[config.mk]
export PLATFORM = sky130hd
export DESIGN_NAME = contiguous_fit_allocator
export DESIGN_NICKNAME = d
export VERILOG_FILES = /design/src/design/cfa_pkg.sv /design/src/design/contiguous_fit_allocator.sv
export SDC_FILE = /design/constraint.sdc
export NUM_CORES = 2
export LEC_CHECK = 0
export BUFFER_PORTS_ARGS = -buffer_cell sky130_fd_sc_hd__buf_2
export CAP_MARGIN = 40
export CORE_MARGIN = 2
export CORE_UTILIZATION = 49
export CTS_CLUSTER_DIAMETER = 40
export DETAILED_ROUTE_END_ITERATION = 16
export GPL_ROUTABILITY_DRIVEN = 0
export PLACE_DENSITY = 0.72
export SLEW_MARGIN = 5
export SYNTH_ARGS = -nofsm -noshare
export SYNTH_HDL_FRONTEND = slang
export SYNTH_SLANG_ARGS = --single-unit
[constraint.sdc]
create_clock -name clk -period 8.6 [get_ports clk]
set_clock_uncertainty 0.2 [all_clocks]
set_input_delay 1.72 -clock clk [delete_from_list [all_inputs] [get_ports clk]]
set_output_delay 1.72 -clock clk [all_outputs]
set_load 0.1 [all_outputs]
[src/design/cfa_pkg.sv]
// Package for the contiguous-fit allocator: status, request codes, policy codes.
// No dependencies.
package cfa_pkg;
  localparam int MEM_UNITS_DEF = 256;
  localparam int OWNER_W = 16;
  localparam logic [1:0] REQ_ALLOC = 2'd0;
  localparam logic [1:0] REQ_FREE = 2'd1;
  localparam logic [1:0] POL_FIRST = 2'd0;
  localparam logic [1:0] POL_NEXT = 2'd1;
  localparam logic [1:0] POL_BEST = 2'd2;
  localparam logic [1:0] POL_WORST = 2'd3;
  localparam logic [2:0] ST_OK = 3'd0;
  localparam logic [2:0] ST_OK_COMPACT = 3'd1;
  localparam logic [2:0] ST_NO_SPACE = 3'd2;
  localparam logic [2:0] ST_BAD_SIZE = 3'd3;
  localparam logic [2:0] ST_IDS_OUT = 3'd4;
  localparam logic [15:0] ID_LAST = 16'hFFFF;
endpackage

[src/design/contiguous_fit_allocator.sv]
// Top level of the contiguous-fit allocator: owner memory, scan sequencer.
// Depends on cfa_pkg.
//
//  channel | ports                                   | handshake
//  in      | in_req_type, in_alloc_size, in_free_id  | start & !busy
//  out     | out_status .. out_largest_free_run      | out_valid, one cycle, no stall
//  cfg     | cfg_fit_policy                          | cfg_valid & cfg_ready
//
// One word per request; each request runs as passes over the
// single-port owner memory (one read or one write per unit per cycle):
//   clear pass after reset, start not taken meanwhile.
//   query: measure pass; free: free pass, then measure; allocate with
//   compaction: scan, next-fit rescan, compact, two rescans, write run,
//   measure.
// The result strobe lasts one cycle; the receiver cannot stall the block.
module contiguous_fit_allocator
  import cfa_pkg::*;
#(
  parameter int MEM_UNITS = MEM_UNITS_DEF
) (
  input  logic        clk,
  input  logic        rst_n,
  input  logic        start,
  output logic        busy,
  input  logic [1:0]  in_req_type,
  input  logic [8:0]  in_alloc_size,
  input  logic [15:0] in_free_id,
  output logic        out_valid,
  output logic [2:0]  out_status,
  output logic [15:0] out_assigned_id,
  output logic [7:0]  out_start_unit,
  output logic [8:0]  out_free_units,
  output logic [8:0]  out_largest_free_run,
  input  logic        cfg_valid,
  output logic        cfg_ready,
  input  logic [1:0]  cfg_fit_policy
);
  localparam int AW = $clog2(MEM_UNITS);
  localparam int CW = AW + 1;
  localparam logic [CW-1:0] NU = CW'(MEM_UNITS);

  typedef enum logic [9:0] {
    S_CLR   = 10'b0000000001,
    S_IDLE  = 10'b0000000010,
    S_SCAN  = 10'b0000000100,
    S_FREE  = 10'b0000001000,
    S_CMP   = 10'b0000010000,
    S_CFILL = 10'b0000100000,
    S_WRUN  = 10'b0001000000,
    S_MEAS  = 10'b0010000000,
    S_DONE  = 10'b0100000000,
    S_DEC   = 10'b1000000000
  } state_t;

  state_t state_r, state_nxt;
  logic [OWNER_W-1:0] mem [MEM_UNITS];
  logic [OWNER_W-1:0] rd_q;
  logic               mem_we, mem_re;
  logic [AW-1:0]      waddr, raddr;
  logic [OWNER_W-1:0] wdata;

  logic [1:0]  pol_r;
  logic [1:0]  req_r;
  logic [CW-1:0] size_r;
  logic [15:0] fid_r, idc_r, idc_nxt;
  logic [CW-1:0] nxs_r, nxs_nxt;
  // scan control: read index (issue), data index (the unit rd_q belongs to)
  logic [CW-1:0] ri_r, ri_nxt, di_r, di_nxt;
  logic          dv_r, dv_nxt;
  logic [CW-1:0] from_r, from_nxt;
  logic [CW-1:0] rs_r, rs_nxt, rl_r, rl_nxt;
  logic [CW-1:0] pk_r, pk_nxt, pl_r, pl_nxt;
  logic          hit_r, hit_nxt;
  logic          phase2_r, phase2_nxt, cmpd_r, cmpd_nxt;
  logic [CW-1:0] wp_r, wp_nxt;
  logic [2:0]  st_r, st_nxt;
  logic [15:0] aid_r, aid_nxt;
  logic [7:0]  su_r, su_nxt;
  logic [CW-1:0] fc_r, fc_nxt, big_r, big_nxt;
  logic        ov_r, ov_nxt;

  always_ff @(posedge clk) begin
    if (mem_we) mem[waddr] <= wdata;
    if (mem_re) rd_q <= mem[raddr];
  end

  assign busy = (state_r != S_IDLE);
  assign cfg_ready = (state_r == S_IDLE) || (state_r == S_CLR);

  function automatic logic [CW-1:0] rl_cur_len(input logic [CW-1:0] rl, input logic f);
    rl_cur_len = f ? rl + 1'b1 : rl;
  endfunction

  // flags of the word now in rd_q: free (at or past from_r), last unit
  logic dfree, dend, run_done;
  logic [CW-1:0] rl_cur;
  always_comb begin
    dfree = dv_r && (di_r >= from_r) && (rd_q == '0);
    dend  = dv_r && (di_r == NU - 1'b1);
    rl_cur = dfree ? rl_r + 1'b1 : '0;
  end

  always_comb begin
    state_nxt = state_r;
    idc_nxt = idc_r; nxs_nxt = nxs_r;
    ri_nxt = ri_r; di_nxt = di_r; dv_nxt = 1'b0;
    from_nxt = from_r; rs_nxt = rs_r; rl_nxt = rl_r;
    pk_nxt = pk_r; pl_nxt = pl_r; hit_nxt = hit_r;
    phase2_nxt = phase2_r; cmpd_nxt = cmpd_r; wp_nxt = wp_r;
    st_nxt = st_r; aid_nxt = aid_r; su_nxt = su_r;
    fc_nxt = fc_r; big_nxt = big_r; ov_nxt = 1'b0;
    mem_we = 1'b0; mem_re = 1'b0;
    waddr = ri_r[AW-1:0]; raddr = ri_r[AW-1:0]; wdata = '0;
    run_done = 1'b0;
    case (state_r)
      S_CLR: begin
        mem_we = 1'b1;
        ri_nxt = ri_r + 1'b1;
        if (ri_r == NU - 1'b1) state_nxt = S_IDLE;
      end
      S_IDLE: begin
        if (start) begin
          st_nxt = ST_OK; aid_nxt = '0; su_nxt = '0;
          ri_nxt = '0; rl_nxt = '0; hit_nxt = 1'b0; from_nxt = '0;
          phase2_nxt = 1'b0; cmpd_nxt = 1'b0; fc_nxt = '0; big_nxt = '0;
          state_nxt = S_DEC;
        end
      end
      S_DEC: begin
        if (req_r == REQ_ALLOC) begin
          if (size_r == '0 || size_r > NU) begin
            st_nxt = ST_BAD_SIZE; state_nxt = S_MEAS;
          end else if (idc_r == ID_LAST) begin
            st_nxt = ST_IDS_OUT; state_nxt = S_MEAS;
          end else begin
            if (pol_r == POL_NEXT) begin
              from_nxt = nxs_r;
            end
            state_nxt = S_SCAN;
          end
        end else if (req_r == REQ_FREE) begin
          state_nxt = S_FREE;
        end else begin
          state_nxt = S_MEAS;
        end
      end
      S_SCAN: begin
        // stream reads; rd_q is valid in the next cycle
        if (ri_r < NU) begin
          mem_re = 1'b1; ri_nxt = ri_r + 1'b1;
          di_nxt = ri_r; dv_nxt = 1'b1;
        end
        if (dv_r) begin
          if (dfree && rl_r == '0) rs_nxt = di_r;
          rl_nxt = rl_cur;
          // a run closes at a used unit or at the end
          if ((!dfree || dend) && rl_r + (dfree ? 1'b1 : 1'b0) >= size_r
              && rl_r + (dfree ? 1'b1 : 1'b0) != '0) begin
            if (!hit_r || (pol_r == POL_BEST && rl_cur_len(rl_r, dfree) < pl_r)
                || (pol_r == POL_WORST && rl_cur_len(rl_r, dfree) > pl_r)) begin
              pk_nxt = (dfree && rl_r == '0) ? di_r : rs_r;
              pl_nxt = rl_cur_len(rl_r, dfree);
              hit_nxt = 1'b1;
            end
          end
          if (dend) run_done = 1'b1;
        end
        if (run_done) begin
          if (hit_nxt) begin
            state_nxt = S_WRUN;
            wp_nxt = pk_nxt;
            idc_nxt = idc_r + 1'b1;
            aid_nxt = idc_r + 1'b1;
            su_nxt = 8'(pk_nxt);
            st_nxt = cmpd_r ? ST_OK_COMPACT : ST_OK;
            if (pol_r == POL_NEXT) nxs_nxt = CW'((pk_nxt + size_r) & 9'h1FF);
          end else if (pol_r == POL_NEXT && !phase2_r && from_r != '0) begin
            phase2_nxt = 1'b1; from_nxt = '0; ri_nxt = '0; rl_nxt = '0;
          end else if (!cmpd_r) begin
            state_nxt = S_CMP; ri_nxt = '0; wp_nxt = '0;
          end else begin
            st_nxt = ST_NO_SPACE; state_nxt = S_MEAS; ri_nxt = '0; rl_nxt = '0;
          end
        end
      end
      S_CMP: begin
        // read unit ri; when data arrives write owned ones at wp
        if (ri_r < NU && !(dv_r && rd_q != '0)) begin
          mem_re = 1'b1; ri_nxt = ri_r + 1'b1; di_nxt = ri_r; dv_nxt = 1'b1;
        end
        if (dv_r && rd_q != '0) begin
          mem_we = 1'b1; waddr = wp_r[AW-1:0]; wdata = rd_q;
          wp_nxt = wp_r + 1'b1;
        end
        if (dend || (ri_r == NU && !dv_r)) begin
          state_nxt = S_CFILL;
        end
        if (dv_r && rd_q != '0 && dend) wp_nxt = wp_r + 1'b1;
      end
      S_CFILL: begin
        if (wp_r == NU) begin
          cmpd_nxt = 1'b1; phase2_nxt = 1'b0; hit_nxt = 1'b0;
          ri_nxt = '0; rl_nxt = '0;
          from_nxt = (pol_r == POL_NEXT) ? nxs_r : '0;
          state_nxt = S_SCAN;
        end else begin
          mem_we = 1'b1; waddr = wp_r[AW-1:0]; wdata = '0;
          wp_nxt = wp_r + 1'b1;
        end
      end
      S_WRUN: begin
        if (wp_r == NU || wp_r == pk_r + size_r) begin
          state_nxt = S_MEAS; ri_nxt = '0; rl_nxt = '0; from_nxt = '0;
        end else begin
          mem_we = 1'b1; waddr = wp_r[AW-1:0]; wdata = idc_r;
          wp_nxt = wp_r + 1'b1;
        end
      end
      S_FREE: begin
        // read-modify-write; reads pause on a write cycle (single port)
        if (ri_r < NU && !(dv_r && rd_q == fid_r)) begin
          mem_re = 1'b1; ri_nxt = ri_r + 1'b1; di_nxt = ri_r; dv_nxt = 1'b1;
        end
        if (dv_r && rd_q == fid_r) begin
          mem_we = 1'b1; waddr = di_r[AW-1:0]; wdata = '0;
        end
        if (dend || (ri_r == NU && !dv_r)) begin
          state_nxt = S_MEAS; ri_nxt = '0; rl_nxt = '0; from_nxt = '0;
        end
      end
      S_MEAS: begin
        if (ri_r < NU) begin
          mem_re = 1'b1; ri_nxt = ri_r + 1'b1; di_nxt = ri_r; dv_nxt = 1'b1;
        end
        if (dv_r) begin
          rl_nxt = rl_cur;
          if (dfree) fc_nxt = fc_r + 1'b1;
          if (rl_cur > big_r) big_nxt = rl_cur;
          if (dend) state_nxt = S_DONE;
        end
      end
      S_DONE: begin
        ov_nxt = 1'b1; state_nxt = S_IDLE;
      end
      default: state_nxt = S_IDLE;
    endcase
  end

  always_ff @(posedge clk) begin
    if (!rst_n) begin
      state_r <= S_CLR; ri_r <= '0; dv_r <= 1'b0; ov_r <= 1'b0;
      idc_r <= '0; nxs_r <= '0; pol_r <= POL_FIRST;
    end else begin
      state_r <= state_nxt; ri_r <= ri_nxt; dv_r <= dv_nxt; ov_r <= ov_nxt;
      idc_r <= idc_nxt; nxs_r <= nxs_nxt;
      if (cfg_valid && cfg_ready) pol_r <= cfg_fit_policy;
    end
  end

  always_ff @(posedge clk) begin
    if (state_r == S_IDLE && start) begin
      req_r <= in_req_type; fid_r <= in_free_id;
      size_r <= (int'(in_alloc_size) > MEM_UNITS) ? NU + 1'b1 : CW'(in_alloc_size);
    end
    di_r <= di_nxt; from_r <= from_nxt; rs_r <= rs_nxt; rl_r <= rl_nxt;
    pk_r <= pk_nxt; pl_r <= pl_nxt; hit_r <= hit_nxt; phase2_r <= phase2_nxt;
    cmpd_r <= cmpd_nxt; wp_r <= wp_nxt; st_r <= st_nxt; aid_r <= aid_nxt;
    su_r <= su_nxt; fc_r <= fc_nxt; big_r <= big_nxt;
  end

  assign out_valid = ov_r;
  assign out_status = st_r;
  assign out_assigned_id = aid_r;
  assign out_start_unit = su_r;
  assign out_free_units = 9'(fc_r);
  assign out_largest_free_run = 9'(big_r);

  a_one_hot: assert property (@(posedge clk) disable iff (!rst_n) $onehot(state_r))
    else $error("state not one-hot");
  a_strobe: assert property (@(posedge clk) disable iff (!rst_n) out_valid |-> !$past(out_valid))
    else $error("double strobe");
  a_big: assert property (@(posedge clk) disable iff (!rst_n) out_valid |-> big_r <= fc_r)
    else $error("largest run above free count");
  a_rw: assert property (@(posedge clk) disable iff (!rst_n) !(mem_we && mem_re))
    else $error("port conflict");
endmodule
==> results.yml <==
logic_synthesis:
  async_reset_ff_frac: 0
  yosysTopAreaCellShare: 0.761
  ys_ff_latch: 4298
  ys.warnings.count: 0
  ys.flop_type: "edfxtp_1"
  synth.distinct_cells: 73
  synth.most_common_cell: "edfxtp_1"
  yosys.area.top_type: "edfxtp_1"
  syn_nets: 7324
  synth-edff-count: 4250
  mappedNetlistArea_sq_um: 168000
  synth_commonest_cells: "edfxtp_1, mux4_2, nor2_1"
  synthCells: 7224
  ys_top_cells_by_area: "edfxtp_1, mux4_2, nor2_1, dfxtp_1, clkbuf_1"
  yosysSeqAreaShare: 0.767
  syn-mean-instance-area_sq_um: 23.2
worst_setup_path:
  rrSetupSlack_ns: 1.27
  r2r-end: "nxs_r[8]$_SDFFE_PN0P_"
  slowest_stage: "or4_1"
  crit_path_end: "nxs_r[8]$_SDFFE_PN0P_"
  crit_arrival_ns: 7.97
  crit_path_frequent_cell: "a21oi_1"
  critPathLaunchType: "flop"
  reg2regPathDepth: 31
  critPathRequiredTime_ns: 9.24
  cp_max_fo: 30
  crit_path_max_incr_delay_ns: 0.52
  worst_setup_path_end_kind: "flop"
  reg2reg_from: "di_r[6]$_DFFE_PP_"
  path_class: "reg2reg"
  crit_start: "di_r[6]$_DFFE_PP_"
clocking:
  clkSlewWorstSetupHoldPaths_ns: 0.06
  h-tree-depth: 5
  cts_buffers: 462
  clk_path_buf_depth: 4
  cts_sinks: 4298
  cts_tree: "yes"
  post_cts_buffers: 0
  worstSkewPairLatency_ns: 0.99
  hold_buffers: 0
  ctsRootBufferMaster: "clkbuf_16"
  cts_resized: 0
sta:
  hold_viol: 0
  fin_crit_ns: 7.33
  rsz0062_at_grt: "false"
  tightestPinTransition_ns: 1.45
  slew_headroom: 0.0342
  fmax_ghz: 0.136
  min_period_over_period: 0.852
  fin_setup_tns_ns: 0
  finalSetupViolCount: 0
  slew_viol_final: 0
drt:
  drtAntennaViolNets: 0
  route.detailed.drc: 0
  avgViaCountPerCell: 6.31
  vias: 80200
  drt_wl_total_microns: 402000
  drt_iter0_drc: 11800
  wl_per_cell_microns: 31.6
  drt_pre_antenna_iters: 7
final_layout:
  multiInputGateArea_sq_um: 37600
  layout-drive-gt1-share: 0.322
  fin_nets: 7890
  seq_area_sq_um: 129000
  final-instance-count-excl-fill: 12700
  final_util: 0.564
  fillers: 23800
  area_delta_synth_final_pct: 14.4
pwr:
  p_total_mw: 48.6
  leakagePower_nw: 63.7
  ir_worst_vdd_mv: 0.302
  powerDensity_nw_per_um2: 254
grt:
  busiest_layer: "met2"
  antenna_found_initial: 19
  grt_pass1_wl_microns: 582000
  gr-usage-met1: 0.329
  grt_overflow: 0
  grt_max_degree: 257
  grt_util_met2: 0.363
  grt_pass1_vias: 80300
  grtUsageTotal: 0.231
  use_met3: 0.0492
floorplanning:
  io_pins: 81
  core_area_sq_um: 340000
  die_h_microns: 589
  num_rows: 214
  die_width_microns: 589
  die_area_sq_um: 347000
  start_util: 0.493
placed_design:
  dp.cells: 11900
  hpwl_microns: 230000
  numPortBuffers: 80
worst_hold_path:
  hold_path_depth: 2
  hp-class: "reg2reg"
run:
  drv_cap: 0
run_status:
  status: "completed"
-- how the worst min path moves through the flow --
stage	startpoint	to	slack [ns]
after floorplan	ri_r[3]$_SDFFE_PN0P_	di_r[3]$_DFFE_PP_	0.21
after global placement	nxs_r[0]$_SDFFE_PN0P_	nxs_r[0]$_SDFFE_PN0P_	0.28
after detailed placement	nxs_r[0]$_SDFFE_PN0P_	nxs_r[0]$_SDFFE_PN0P_	0.29
after CTS	ri_r[0]$_SDFFE_PN0P_	di_r[0]$_DFFE_PP_	0.30
after global routing	ri_r[0]$_SDFFE_PN0P_	di_r[0]$_DFFE_PP_	0.32
final	nxs_r[0]$_SDFFE_PN0P_	nxs_r[0]$_SDFFE_PN0P_	0.31
-- logic make-up after synthesis --
family	after synthesis	synth area share
multiplexers	1395	0.185
AND/OR/NAND/NOR	696	0.0189
AO/OA/AOI/OAI	221	0.00881
XOR/XNOR	102	0.00533
flip-flops	4298	0.767
buffers and inverters	445	0.0102
adder cells (fa/ha/maj)	67	0.00509
-- where the power goes --
group          leakage [nW]  internal, mW  switching, mW
combinational          12.0          2.20           3.41
sequential             44.2          22.9          0.153
clock                  7.45          11.5           8.42
-- registers in the layout (all words and copies together), names as in the netlist, 2 cells and up --
register and count:
di_r 9, rl_r 9, idc_r 16, pl_r 9
rs_r 9, rd_q 16, out_assigned_id 16, out_status 3
nxs_r 9, fid_r 16, pk_r 9, wp_r 9
from_r 9, ri_r 9, size_r 9, out_start_unit 8
req_r 2, state_r 10, out_largest_free_run 9, mem 4096
out_free_units 9, pol_r 2
-- through the flow --
step | hold slack [ns] | cell area [sq um] | setup WS, ns
after floorplan | 0.206 | 168000 | 1.20
after global placement | 0.280 | 176000 | 1.47
after detailed placement | 0.290 | 176000 | 1.42
after CTS | 0.295 | 192000 | 1.36
after global routing | 0.318 | 192000 | 0.769
final | 0.306 | 192000 | 1.27
-- metal layers --
metal / vias up / wire (microns)
li1: 32000 / -
met1: 42800 / 154000
met2: 4752 / 192000
met3: 700 / 42300
met4: 6 / 13400
met5: - / 45
-- layout make-up --
cell class	instances	share of cell area
Sequential cell	4298	0.671
Multi-Input combinational cell	2481	0.196
Clock buffer	533	0.0622
Tap cell	4536	0.0296
Timing Repair Buffer	478	0.0213
Clock inverter	319	0.0188
Inverter	69	0.00135
Antenna cell	8	0.000104
-- worst max-delay path, delay by kind of cell, from the launching register on --
family	cells	cell delay [ns]
fa+ha+maj	4	1.26
xor+xnor	3	0.48
compound gates	14	2.53
flops	1	0.45
mux	2	0.64
buf+inv	3	0.67
simple gates	5	0.92
-- cells in the final DEF, fill, tap and decap left out, types with 48 or more instances in the layout --
master / count
mux4_2: 1358
bufinv_16: 48
buf_2: 83
edfxtp_1: 4250
clkbuf_16: 467
a21oi_1: 51
inv_1: 69
xor2_1: 59
ha_1: 65
clkbuf_1: 66
buf_4: 346
clkinv_1: 66
clkinv_2: 63
nand2_1: 67
nor2_1: 393
Note: power is estimated with default switching activity, not from simulation.
